File: config.mk
export PLATFORM = sky130hd
export DESIGN_NAME = frame_uid_trailer_tagger_core
export DESIGN_NICKNAME = d
export VERILOG_FILES = /design/src/design/fut_pkg.sv /design/src/design/fut_front.sv /design/src/design/fut_queue.sv /design/src/design/fut_back.sv /design/src/design/frame_uid_trailer_tagger_core.sv
export SDC_FILE = /design/constraint.sdc
export NUM_CORES = 1
export LEC_CHECK = 0
export BUFFER_PORTS_ARGS = -buffer_cell sky130_fd_sc_hd__buf_2
export CORE_ASPECT_RATIO = 0.75
export CORE_MARGIN = 10
export CORE_UTILIZATION = 47
export CTS_CLUSTER_SIZE = 8
export DETAILED_ROUTE_END_ITERATION = 10
export PLACE_DENSITY = 0.65
export SLEW_MARGIN = 20
export SYNTH_ARGS = -nofsm -noshare
export SYNTH_HDL_FRONTEND = slang
export SYNTH_SLANG_ARGS = --single-unit
File: constraint.sdc
create_clock -name clock -period 12.9 [get_ports clock]
set_input_delay 2.58 -clock clock [delete_from_list [all_inputs] [get_ports clock]]
set_output_delay 2.58 -clock clock [all_outputs]
set_load 0.005 [all_outputs]
File: src/design/fut_pkg.sv
// Shared types, constants and trailer byte function for the frame trailer tagger.
package fut_pkg;

   localparam int unsigned TAIL_LEN    = 12;
   localparam int unsigned TRAILER_LEN = 16;
   localparam int unsigned CSR_IDX_W   = 8;

   localparam logic [7:0] TAG_HI = 8'h65;
   localparam logic [7:0] TAG_LO = 8'h87;

   localparam logic [CSR_IDX_W-1:0] CSR_MONITOR_ID   = 8'd0;
   localparam logic [CSR_IDX_W-1:0] CSR_INGRESS_PORT = 8'd1;

   // One accepted input beat after classification.
   typedef struct packed {
      logic [63:0] timestamp;
      logic [7:0]  data;
      logic        last;
      logic        append;
   } entry_type;

   // Big-endian trailer: timestamp, monitor id, port, low timestamp, tag.
   function automatic logic [7:0] trailer_byte(input logic [63:0] ts,
                                               input logic [15:0] mon,
                                               input logic [15:0] port,
                                               input logic [3:0]  idx);
      logic [7:0] b;
      case (idx)
         4'd0:    b = ts[63:56];
         4'd1:    b = ts[55:48];
         4'd2:    b = ts[47:40];
         4'd3:    b = ts[39:32];
         4'd4:    b = ts[31:24];
         4'd5:    b = ts[23:16];
         4'd6:    b = ts[15:8];
         4'd7:    b = ts[7:0];
         4'd8:    b = mon[15:8];
         4'd9:    b = mon[7:0];
         4'd10:   b = port[15:8];
         4'd11:   b = port[7:0];
         4'd12:   b = ts[15:8];
         4'd13:   b = ts[7:0];
         4'd14:   b = TAG_HI;
         default: b = TAG_LO;
      endcase
      return b;
   endfunction

endpackage

File: src/design/fut_front.sv
// Front end: keeps the frame tail and classifies each final byte as tagged or not.
module fut_front (
   input  logic               clock,
   input  logic               reset,
   input  logic               in_valid,
   input  logic               in_room,
   input  logic [7:0]         in_data,
   input  logic               in_last,
   input  logic [63:0]        in_timestamp,
   output logic               push,
   output fut_pkg::entry_type push_entry
);
   import fut_pkg::*;

   logic [7:0] tail_ff [TAIL_LEN];
   logic [7:0] tail_in [TAIL_LEN];
   logic [3:0] seen_ff, seen_in;
   logic       has_trailer;

   assign push = in_valid && in_room;

   // Compare against the tail as it stands after shifting in this byte.
   assign has_trailer = (seen_ff >= 4'(TAIL_LEN - 1)) &&
                        (tail_ff[11] == TAG_HI) && (in_data == TAG_LO) &&
                        (tail_ff[9] == tail_ff[3]) && (tail_ff[10] == tail_ff[4]);

   always_comb begin
      push_entry.timestamp = in_timestamp;
      push_entry.data      = in_data;
      push_entry.last      = in_last;
      push_entry.append    = in_last && !has_trailer;
   end

   always_comb begin
      tail_in = tail_ff;
      seen_in = seen_ff;
      if (push) begin
         if (in_last) begin
            for (int i = 0; i < TAIL_LEN; i++) tail_in[i] = 8'd0;
            seen_in = 4'd0;
         end else begin
            for (int i = 0; i < TAIL_LEN - 1; i++) tail_in[i] = tail_ff[i+1];
            tail_in[TAIL_LEN-1] = in_data;
            if (seen_ff < 4'(TAIL_LEN)) seen_in = seen_ff + 4'd1;
         end
      end
   end

   always_ff @(posedge clock) begin
      if (reset) begin
         for (int i = 0; i < TAIL_LEN; i++) tail_ff[i] <= 8'd0;
         seen_ff <= 4'd0;
      end else begin
         tail_ff <= tail_in;
         seen_ff <= seen_in;
      end
   end

endmodule

File: src/design/fut_queue.sv
// Short queue of classified beats between the front and back ends.
module fut_queue #(
   parameter int unsigned DEPTH = 2
) (
   input  logic                     clock,
   input  logic                     reset,
   input  logic                     push,
   input  fut_pkg::entry_type       push_entry,
   input  logic                     pop,
   output logic                     room,
   output logic                     nonempty,
   output fut_pkg::entry_type       head,
   output logic [$clog2(DEPTH+1)-1:0] count
);
   import fut_pkg::*;

   localparam int unsigned PTR_W = (DEPTH > 1) ? $clog2(DEPTH) : 1;
   localparam int unsigned CNT_W = $clog2(DEPTH + 1);

   entry_type        mem [DEPTH];
   logic [PTR_W-1:0] wr_ptr_ff, wr_ptr_in;
   logic [PTR_W-1:0] rd_ptr_ff, rd_ptr_in;
   logic [CNT_W-1:0] count_ff, count_in;

   assign room     = (count_ff != CNT_W'(DEPTH));
   assign nonempty = (count_ff != '0);
   assign head     = mem[rd_ptr_ff];
   assign count    = count_ff;

   always_comb begin
      wr_ptr_in = wr_ptr_ff;
      rd_ptr_in = rd_ptr_ff;
      count_in  = count_ff;
      if (push) wr_ptr_in = (wr_ptr_ff == PTR_W'(DEPTH - 1)) ? '0 : wr_ptr_ff + 1'b1;
      if (pop)  rd_ptr_in = (rd_ptr_ff == PTR_W'(DEPTH - 1)) ? '0 : rd_ptr_ff + 1'b1;
      if (push && !pop) count_in = count_ff + 1'b1;
      else if (pop && !push) count_in = count_ff - 1'b1;
   end

   always_ff @(posedge clock) begin
      if (push) mem[wr_ptr_ff] <= push_entry;
   end

   always_ff @(posedge clock) begin
      if (reset) begin
         wr_ptr_ff <= '0;
         rd_ptr_ff <= '0;
         count_ff  <= '0;
      end else begin
         wr_ptr_ff <= wr_ptr_in;
         rd_ptr_ff <= rd_ptr_in;
         count_ff  <= count_in;
      end
   end

endmodule

File: src/design/fut_back.sv
// Back end: passes queued bytes out and sequences the 16-byte trailer.
module fut_back (
   input  logic               clock,
   input  logic               reset,
   input  logic               q_nonempty,
   input  fut_pkg::entry_type q_head,
   output logic               q_pop,
   input  logic [15:0]        monitor_id,
   input  logic [15:0]        ingress_port,
   output logic               out_valid,
   input  logic               out_ready,
   output logic [7:0]         out_byte,
   output logic               out_last,
   output logic               out_appended
);
   import fut_pkg::*;

   typedef enum logic [1:0] {
      ST_PASS  = 2'b01,
      ST_TRAIL = 2'b10
   } state_type;

   state_type   state_ff, state_in;
   logic [3:0]  idx_ff, idx_in;
   logic [63:0] ts_ff, ts_in;
   logic        valid_ff, valid_in;
   logic [7:0]  byte_ff, byte_in;
   logic        last_ff, last_in;
   logic        app_ff, app_in;
   logic        load;
   logic        final_beat;

   assign load       = !valid_ff || out_ready;
   assign final_beat = (idx_ff == 4'(TRAILER_LEN - 1));

   always_comb begin
      state_in = state_ff;
      idx_in   = idx_ff;
      ts_in    = ts_ff;
      valid_in = valid_ff;
      byte_in  = byte_ff;
      last_in  = last_ff;
      app_in   = app_ff;
      q_pop    = 1'b0;
      case (state_ff)
         ST_PASS: begin
            if (load) begin
               valid_in = q_nonempty;
               if (q_nonempty) begin
                  q_pop   = 1'b1;
                  byte_in = q_head.data;
                  last_in = q_head.last && !q_head.append;
                  app_in  = 1'b0;
                  if (q_head.append) begin
                     state_in = ST_TRAIL;
                     idx_in   = 4'd0;
                     ts_in    = q_head.timestamp;
                  end
               end
            end
         end
         ST_TRAIL: begin
            if (load) begin
               valid_in = 1'b1;
               byte_in  = trailer_byte(ts_ff, monitor_id, ingress_port, idx_ff);
               last_in  = final_beat;
               app_in   = final_beat;
               idx_in   = idx_ff + 4'd1;
               if (final_beat) state_in = ST_PASS;
            end
         end
         default: begin
            state_in = ST_PASS;
         end
      endcase
   end

   always_ff @(posedge clock) begin
      if (reset) begin
         state_ff <= ST_PASS;
         idx_ff   <= 4'd0;
         valid_ff <= 1'b0;
      end else begin
         state_ff <= state_in;
         idx_ff   <= idx_in;
         valid_ff <= valid_in;
      end
   end

   always_ff @(posedge clock) begin
      ts_ff   <= ts_in;
      byte_ff <= byte_in;
      last_ff <= last_in;
      app_ff  <= app_in;
   end

   assign out_valid    = valid_ff;
   assign out_byte     = byte_ff;
   assign out_last     = last_ff;
   assign out_appended = app_ff;

endmodule

File: src/design/frame_uid_trailer_tagger_core.sv
// Top level of the frame trailer tagger: register port, front, queue and back end.
//
// Frame bytes stream through at one beat per clock while req_tready is high. The last
// 12 bytes of each frame are held so that, on the beat marked tlast, the block can
// see whether the frame already ends in a 16-byte ID trailer (last two bytes 0x65
// 0x87, preceded by the low 16 timestamp bits of that trailer). If not, a big-endian
// trailer of timestamp, monitor id, ingress port, low timestamp and 0x6587 follows
// the frame, and rsp_tuser is set on its final beat. An untagged frame end adds 16
// trailer beats to the output, during which the trailer sequencer in the back end
// holds the queue and req_tready drops once the queue is full. Write monitor_id
// (index 0) and ingress_port (index 1) only while no frame is in flight.
module frame_uid_trailer_tagger_core #(
   parameter int unsigned QUEUE_DEPTH = 2
) (
   input  logic                          clock,
   input  logic                          reset,
   input  logic                          req_tvalid,
   output logic                          req_tready,
   input  logic [71:0]                   req_tdata,   // [7:0] data_byte, [71:8] timestamp_ns
   input  logic                          req_tlast,
   output logic                          rsp_tvalid,
   input  logic                          rsp_tready,
   output logic [7:0]                    rsp_tdata,   // [7:0] out_byte
   output logic                          rsp_tlast,
   output logic                          rsp_tuser,   // [0] trailer_appended
   input  logic                          csr_valid,
   output logic                          csr_ready,
   input  logic [fut_pkg::CSR_IDX_W-1:0] csr_index,
   input  logic [15:0]                   csr_data
);
   import fut_pkg::*;

   logic [15:0] monitor_id_ff, monitor_id_in;
   logic [15:0] port_ff, port_in;
   logic        q_room, q_nonempty, q_pop, push;
   entry_type   push_entry, q_head;
   logic [$clog2(QUEUE_DEPTH+1)-1:0] q_count;

   assign csr_ready = 1'b1;

   always_comb begin
      monitor_id_in = monitor_id_ff;
      port_in       = port_ff;
      if (csr_valid) begin
         if (csr_index == CSR_MONITOR_ID)   monitor_id_in = csr_data;
         if (csr_index == CSR_INGRESS_PORT) port_in       = csr_data;
      end
   end

   always_ff @(posedge clock) begin
      if (reset) begin
         monitor_id_ff <= 16'd0;
         port_ff       <= 16'd0;
      end else begin
         monitor_id_ff <= monitor_id_in;
         port_ff       <= port_in;
      end
   end

   assign req_tready = q_room;

   fut_front u_front (
      .clock        (clock),
      .reset        (reset),
      .in_valid     (req_tvalid),
      .in_room      (q_room),
      .in_data      (req_tdata[7:0]),
      .in_last      (req_tlast),
      .in_timestamp (req_tdata[71:8]),
      .push         (push),
      .push_entry   (push_entry)
   );

   fut_queue #(.DEPTH(QUEUE_DEPTH)) u_queue (
      .clock      (clock),
      .reset      (reset),
      .push       (push),
      .push_entry (push_entry),
      .pop        (q_pop),
      .room       (q_room),
      .nonempty   (q_nonempty),
      .head       (q_head),
      .count      (q_count)
   );

   fut_back u_back (
      .clock        (clock),
      .reset        (reset),
      .q_nonempty   (q_nonempty),
      .q_head       (q_head),
      .q_pop        (q_pop),
      .monitor_id   (monitor_id_ff),
      .ingress_port (port_ff),
      .out_valid    (rsp_tvalid),
      .out_ready    (rsp_tready),
      .out_byte     (rsp_tdata),
      .out_last     (rsp_tlast),
      .out_appended (rsp_tuser)
   );

`ifndef SYNTHESIS
   a_append_is_last: assert property (@(posedge clock) disable iff (reset)
      rsp_tvalid && rsp_tuser |-> rsp_tlast)
      else $error("trailer flag on a beat that does not end the frame");

   a_append_tag_byte: assert property (@(posedge clock) disable iff (reset)
      rsp_tvalid && rsp_tuser |-> rsp_tdata == TAG_LO)
      else $error("appended trailer does not end in the tag byte");

   a_queue_bound: assert property (@(posedge clock) disable iff (reset)
      q_count <= ($clog2(QUEUE_DEPTH+1))'(QUEUE_DEPTH))
      else $error("queue count beyond depth");

   a_pop_nonempty: assert property (@(posedge clock) disable iff (reset)
      q_pop |-> q_nonempty)
      else $error("queue popped while empty");
`endif

endmodule

# == Yosys cells after proc, flatten, opt, wreduce, memory -nomap -nowiden ==
# Memories as Yosys holds them, arrays and structs flattened. A register that Yosys moved wholly into a read port is not among the register bits.
# Cells that the tools add are included.
# W data, S select, Z words.
# op_classes
div_mod_pow,0
n_eq_ne,28
bitwise,0
reduce_logical,31
order_cmp,2
mul,0
shift,0
add_sub_neg,6
mux,40
# op_table
operator,n
$pmux W8 S13,1
$mux W88,1
$eq A4 B4 Y1 const B,8
$mux W4,6
$mux W8,3
$eq A4 B3 Y1 const B,4
$eq A8 B8 Y1,2
$mux W1,16
$pmux W8 S2,1
$mux W2,7
$ne A2 B1 Y1 const B,5
$reduce_and A5 Y1,2
$logic_and A1 B1 Y1,9
$add A4 B1 Y4 const B,2
$eq A4 B2 Y1 const B,2
$eq A8 B1 Y1 const B,1
$eq A8 B7 Y1 const B,1
$eq A8 B8 Y1 const B,1
$logic_not A8 Y1,1
$pmux W4 S2,1
$reduce_and A4 Y1,2
$reduce_bool A2 Y1,4
$pmux W1 S2,3
$reduce_and A2 Y1,3
15 further kinds,21
# word_totals
memories,1
elab_cells,131
latchBits,0
input_bits,102
ram_bits,148
regBits,201
romBits,0
output_inout_bits,13
# memory_table
name,words,width,rd,rd_ports_with_merged_regs,wr,line_no,text
u_queue.mem,2,74,1,1,1,fut_queue.sv:20,entry_type mem [DEPTH];

# == Logic depth before layout (Yosys ltp) ==
# depth
ltp_word,7
depth_mapped,9
mapped_depth_nobuf,7

# == Cells and area by module ==
# Synthesis repeated with hierarchy kept, for this count alone.
# unflattened
cells_unflattened,1074
hier_area_um2,13949.6
# modules_own_cells
module,area_per_inst_um2,cells_per_inst,n_inst,seq_area_each_um2
fut_queue,5565.3,252,1,4544.4
fut_back,3559.7,258,1,2362.3
fut_front,3415.8,435,1,1521.5
frame_uid_trailer_tagger_core,1408.9,129,1,640.6

# == Least setup slack after synthesis ==
# OpenSTA, ideal clock, no wires.
# synth_timing
path_type,input port to flip-flop
startpoint,input req_tvalid
endpoint,"memory u_queue.mem[0][0] in the netlist's numbering, enable pin"
cell_stages,3
setup_time_ns,0.507
t_required_ns,12.393
t_arrival_ns,5.975
path_buffers,1
setup_slack_ns,6.418
path_cell_list,nand2_1 clkbuf_1 nor2_1
# synth_between
elab_chain_len,3
# synth_rtl
element,line_no,text
from (decl),frame_uid_trailer_tagger_core.sv:17,"input logic req_tvalid,"
$logic_and A1 B1 Y1,fut_front.sv:20,assign push = in_valid && in_room;
$mux W1,fut_queue.sv:41,if (push) mem[wr_ptr_ff] <= push_entry;
$mux W1 (implied by the code),fut_queue.sv:41,
to (decl),fut_queue.sv:20,
# Every way passes these cells.

# == Worst setup path after layout ==
# layout_timing
startpoint,input req_tvalid
endpoint,register u_front.tail_ff[19] in the netlist's numbering
# layout_between
elab_chain_len,1
# layout_rtl
element,line_no,text
$logic_and A1 B1 Y1,fut_front.sv:20,
to (signal assigned),fut_front.sv:54,tail_ff <= tail_in;
to (decl),fut_front.sv:15,logic [7:0] tail_ff [TAIL_LEN];
# Every way passes these cells.
# A chain may end at the register's enable or synchronous reset.

==> results.sh <==
export IMPL_grt_max_degree=77
export IMPL_avgSynthCellArea_um2=13.2
export IMPL_synth_nets=1102
export IMPL_clockBufferDepth=3
export IMPL_hold_violations=0
export IMPL_synth_async_sr_flop_share=0
export IMPL_nets=1222
export IMPL_arrival_ns=5.06
export IMPL_synth_edff_count=222
export IMPL_final_period_utilization=0.362
export IMPL_die_y_um=165
export IMPL_syn_area_um2=13100
export IMPL_antenna_found_initial=0
export IMPL_fin_skew_ns=0.0147
export IMPL_synth_warnings=0
export IMPL_area_growth_pct=17.0
export IMPL_diodes=0
export IMPL_ctsResizeCount=0
export IMPL_die_x_um=213
export IMPL_ys_flop_type="edfxtp_1"
export IMPL_crit_path_max_incr_delay_ns=0.59
export IMPL_setup_viol=0
export IMPL_core_area_um2=27200
export IMPL_path_clk_slew_ns=0.05
export IMPL_crit_family="buffers and inverters"
export IMPL_cp_data_required_time_ns=13.28
export IMPL_drive_above_1_share=0.226
export IMPL_postCtsHoldBufs=0
export IMPL_ys_ff_latch=342
export IMPL_yosys_cell_count_top_type="edfxtp_1"
export IMPL_synth_top_area_frac=0.509
export IMPL_grt_first_pass_wirelength_um=44600
export IMPL_tritoncts="yes"
export IMPL_hold_class="reg2reg"
export IMPL_critPathSlowestCell="buf_4"
export IMPL_worstPathCellList="buf_2 > nand2_2 > buf_4 > inv_2 > buf_4 > nand2_1 > nand2_2 > buf_4 > a21oi_1"
export IMPL_clock_latency_ns=0.54
export IMPL_tns_ns=0
export IMPL_routed_via_count=7972
export IMPL_cp_num_buf_inv=5
export IMPL_die_area_um2=35000
export IMPL_ys_seq_area_frac=0.693
export IMPL_drv_slew=0
export IMPL_cts_sinks=342
export IMPL_wire_per_inst_um=19.4
export IMPL_worst_pin_slew_ns=1.07
export IMPL_synth_cells=992
export IMPL_cts_htree_levels=2
export IMPL_relSlewSlack=0.288
export IMPL_place_congestion=0.820
export IMPL_overflow=0
export IMPL_start_kind="primary input"
export IMPL_pin_count=115
export IMPL_rows=52
export IMPL_outcome="finished clean"
export IMPL_drv_cap=0
export IMPL_first_iter_violations=697
export IMPL_critPathMaxFanout=76
export IMPL_portBuffers=113
export IMPL_utilization=0.563
export IMPL_ir_drop_v=0.000104
export IMPL_synth_top_area_cell="edfxtp_1"
export IMPL_first_pass_iters=6
export IMPL_postCtsSetupBuffers=0
export IMPL_cts_buffers=48
export IMPL_path_common_cell="buf_4"
export IMPL_fmax_mhz=214
export IMPL_powerDensity_nw_per_um2=197
export IMPL_synth_cell_types=65
export IMPL_fin_crit_ns=4.67
export IMPL_rsz0062_at_grt="false"
export IMPL_start_util=0.481
export IMPL_place_hpwl_um=18500
export IMPL_grt_pass1_vias=7859
export IMPL_netlist_top_cells_count="edfxtp_1 (222), nand2_1 (162), dfxtp_1 (120), a21oi_1 (92), mux2_2 (65)"
export IMPL_routed_wl_um=28900
export IMPL_total_power_w=0.00302
export IMPL_leakage_nw=5.42
export IMPL_grt_usage=0.163
export IMPL_end_kind="flip-flop"
export IMPL_synthTopCellsByArea="edfxtp_1 (51%), dfxtp_1 (18%), mux2_2 (5.6%)"
export IMPL_post_route_drc_count=0
export IMPL_ant_nets=0
export IMPL_root_buffer="clkbuf_16"
export IMPL_worst_setup_path_type="in2reg"
export IMPL_via_per_inst=5.37
==> area by class of cell <==
class	instances	area, um^2
fillers	2251	11900
flip-flops and latches	342	9070
multi-input cells	580	3740
clock buffers	68	1280
repair buffers	128	678
well taps	351	439
clock inverters	4	52.6
inverters	12	45.0
==> tightest hold or removal path, stage by stage (launching register included) <==
cell	delay, ns
dfxtp_1	0.30
nand2_1	0.05
a21oi_1	0.05
==> cells by family (layout without fill, tap and decap cells) <==
group,after synthesis,after routing,share of synthesized area
AOI/OAI and AO/OA,170,170,0.0821
xor gates and xnor gates,20,20,0.0134
adders and majority gates,8,8,0.00765
buffers and inverters,70,212,0.0229
DFF,342,342,0.693
muxes,113,113,0.0927
other,1,1,0.000287
and+or+nand+nor,268,268,0.0880
==> sequential cells by signal, summed over array words and instances (netlist names), named ones only <==
register / count
monitor_id_ff: 16
u_back.out_appended: 1
u_back.out_byte: 8
u_back.out_last: 1
u_front.tail_ff: 72
u_queue.wr_ptr_ff: 1
u_back.idx_ff: 4
u_back.out_valid: 1
u_queue.mem: 148
u_queue.count: 2
u_queue.rd_ptr_ff: 1
u_back.ts_ff: 64
u_front.seen_ff: 4
port_ff: 16
u_back.state_ff: 2
==> routing by layer <==
metal	vias up	GRT usage	routed length (um)
li1	3856	-	-
met1	3821	0.243	14300
met2	257	0.231	12200
met3	38	0.0354	1840
met4	0	0.0531	546
met5	-	0	0
==> path summary, 6_finish.rpt <==
kind / startpoint / cells after the start / end / slack (ns)
setup / recovery: req_tvalid / 9 / u_front.tail_ff[19] / 8.23
setup reg to reg: u_queue.count[0] / 9 / u_front.tail_ff[19] / 9.75
hold reg to reg: u_front.tail_ff[27] / 2 / u_front.tail_ff[35] / 0.45
hold / removal: u_front.tail_ff[27] / 2 / u_front.tail_ff[35] / 0.45
==> layout by cell type, fill, tap and decap left out, types with 3 or more instances in the layout <==
cell / synthesis / routed
nand2b_1: 4 / 4
clkinv_8: 0 / 3
o21ai_0: 7 / 7
buf_4: 1 / 15
nor2_4: 2 / 4
mux2_2: 65 / 65
o22ai_1: 4 / 4
a222oi_1: 4 / 4
a221oi_1: 7 / 7
xor2_1: 18 / 18
nor3_1: 5 / 5
nand3_1: 13 / 13
dfxtp_1: 120 / 119
nor2_1: 58 / 56
mux2i_1: 47 / 47
a22o_1: 5 / 5
a32oi_1: 3 / 3
ha_1: 8 / 8
a21oi_1: 92 / 92
nand2_1: 162 / 160
a31oi_1: 5 / 5
a22oi_1: 15 / 15
inv_1: 11 / 11
nor4_1: 3 / 3
nor2b_1: 4 / 4
o32ai_1: 3 / 3
or3_1: 3 / 3
clkbuf_1: 44 / 20
buf_2: 7 / 113
clkbuf_16: 0 / 48
edfxtp_1: 222 / 222
==> per-stage QoR <==
step / instance area [um^2] / cells / setup WS (ns) / hold slack, ns
after detailed placement: 14000 / 1413 / 7.71 / 0.442
after global routing: 15300 / 1485 / 7.98 / 0.463
after global placement: 14000 / 1413 / 7.71 / 0.435
final: 15300 / 1485 / 8.23 / 0.448
after floorplan: 13100 / 992 / 6.42 / 0.432
after CTS: 15300 / 1485 / 8.27 / 0.449
==> power by group <==
group          internal (W)  leakage [nW]  switching, W
logic              0.000177          1.75      0.000298
clock network      0.000677         0.637      0.000427
registers           0.00138          3.03     0.0000557
Note: power is estimated with default switching activity, not from simulation.
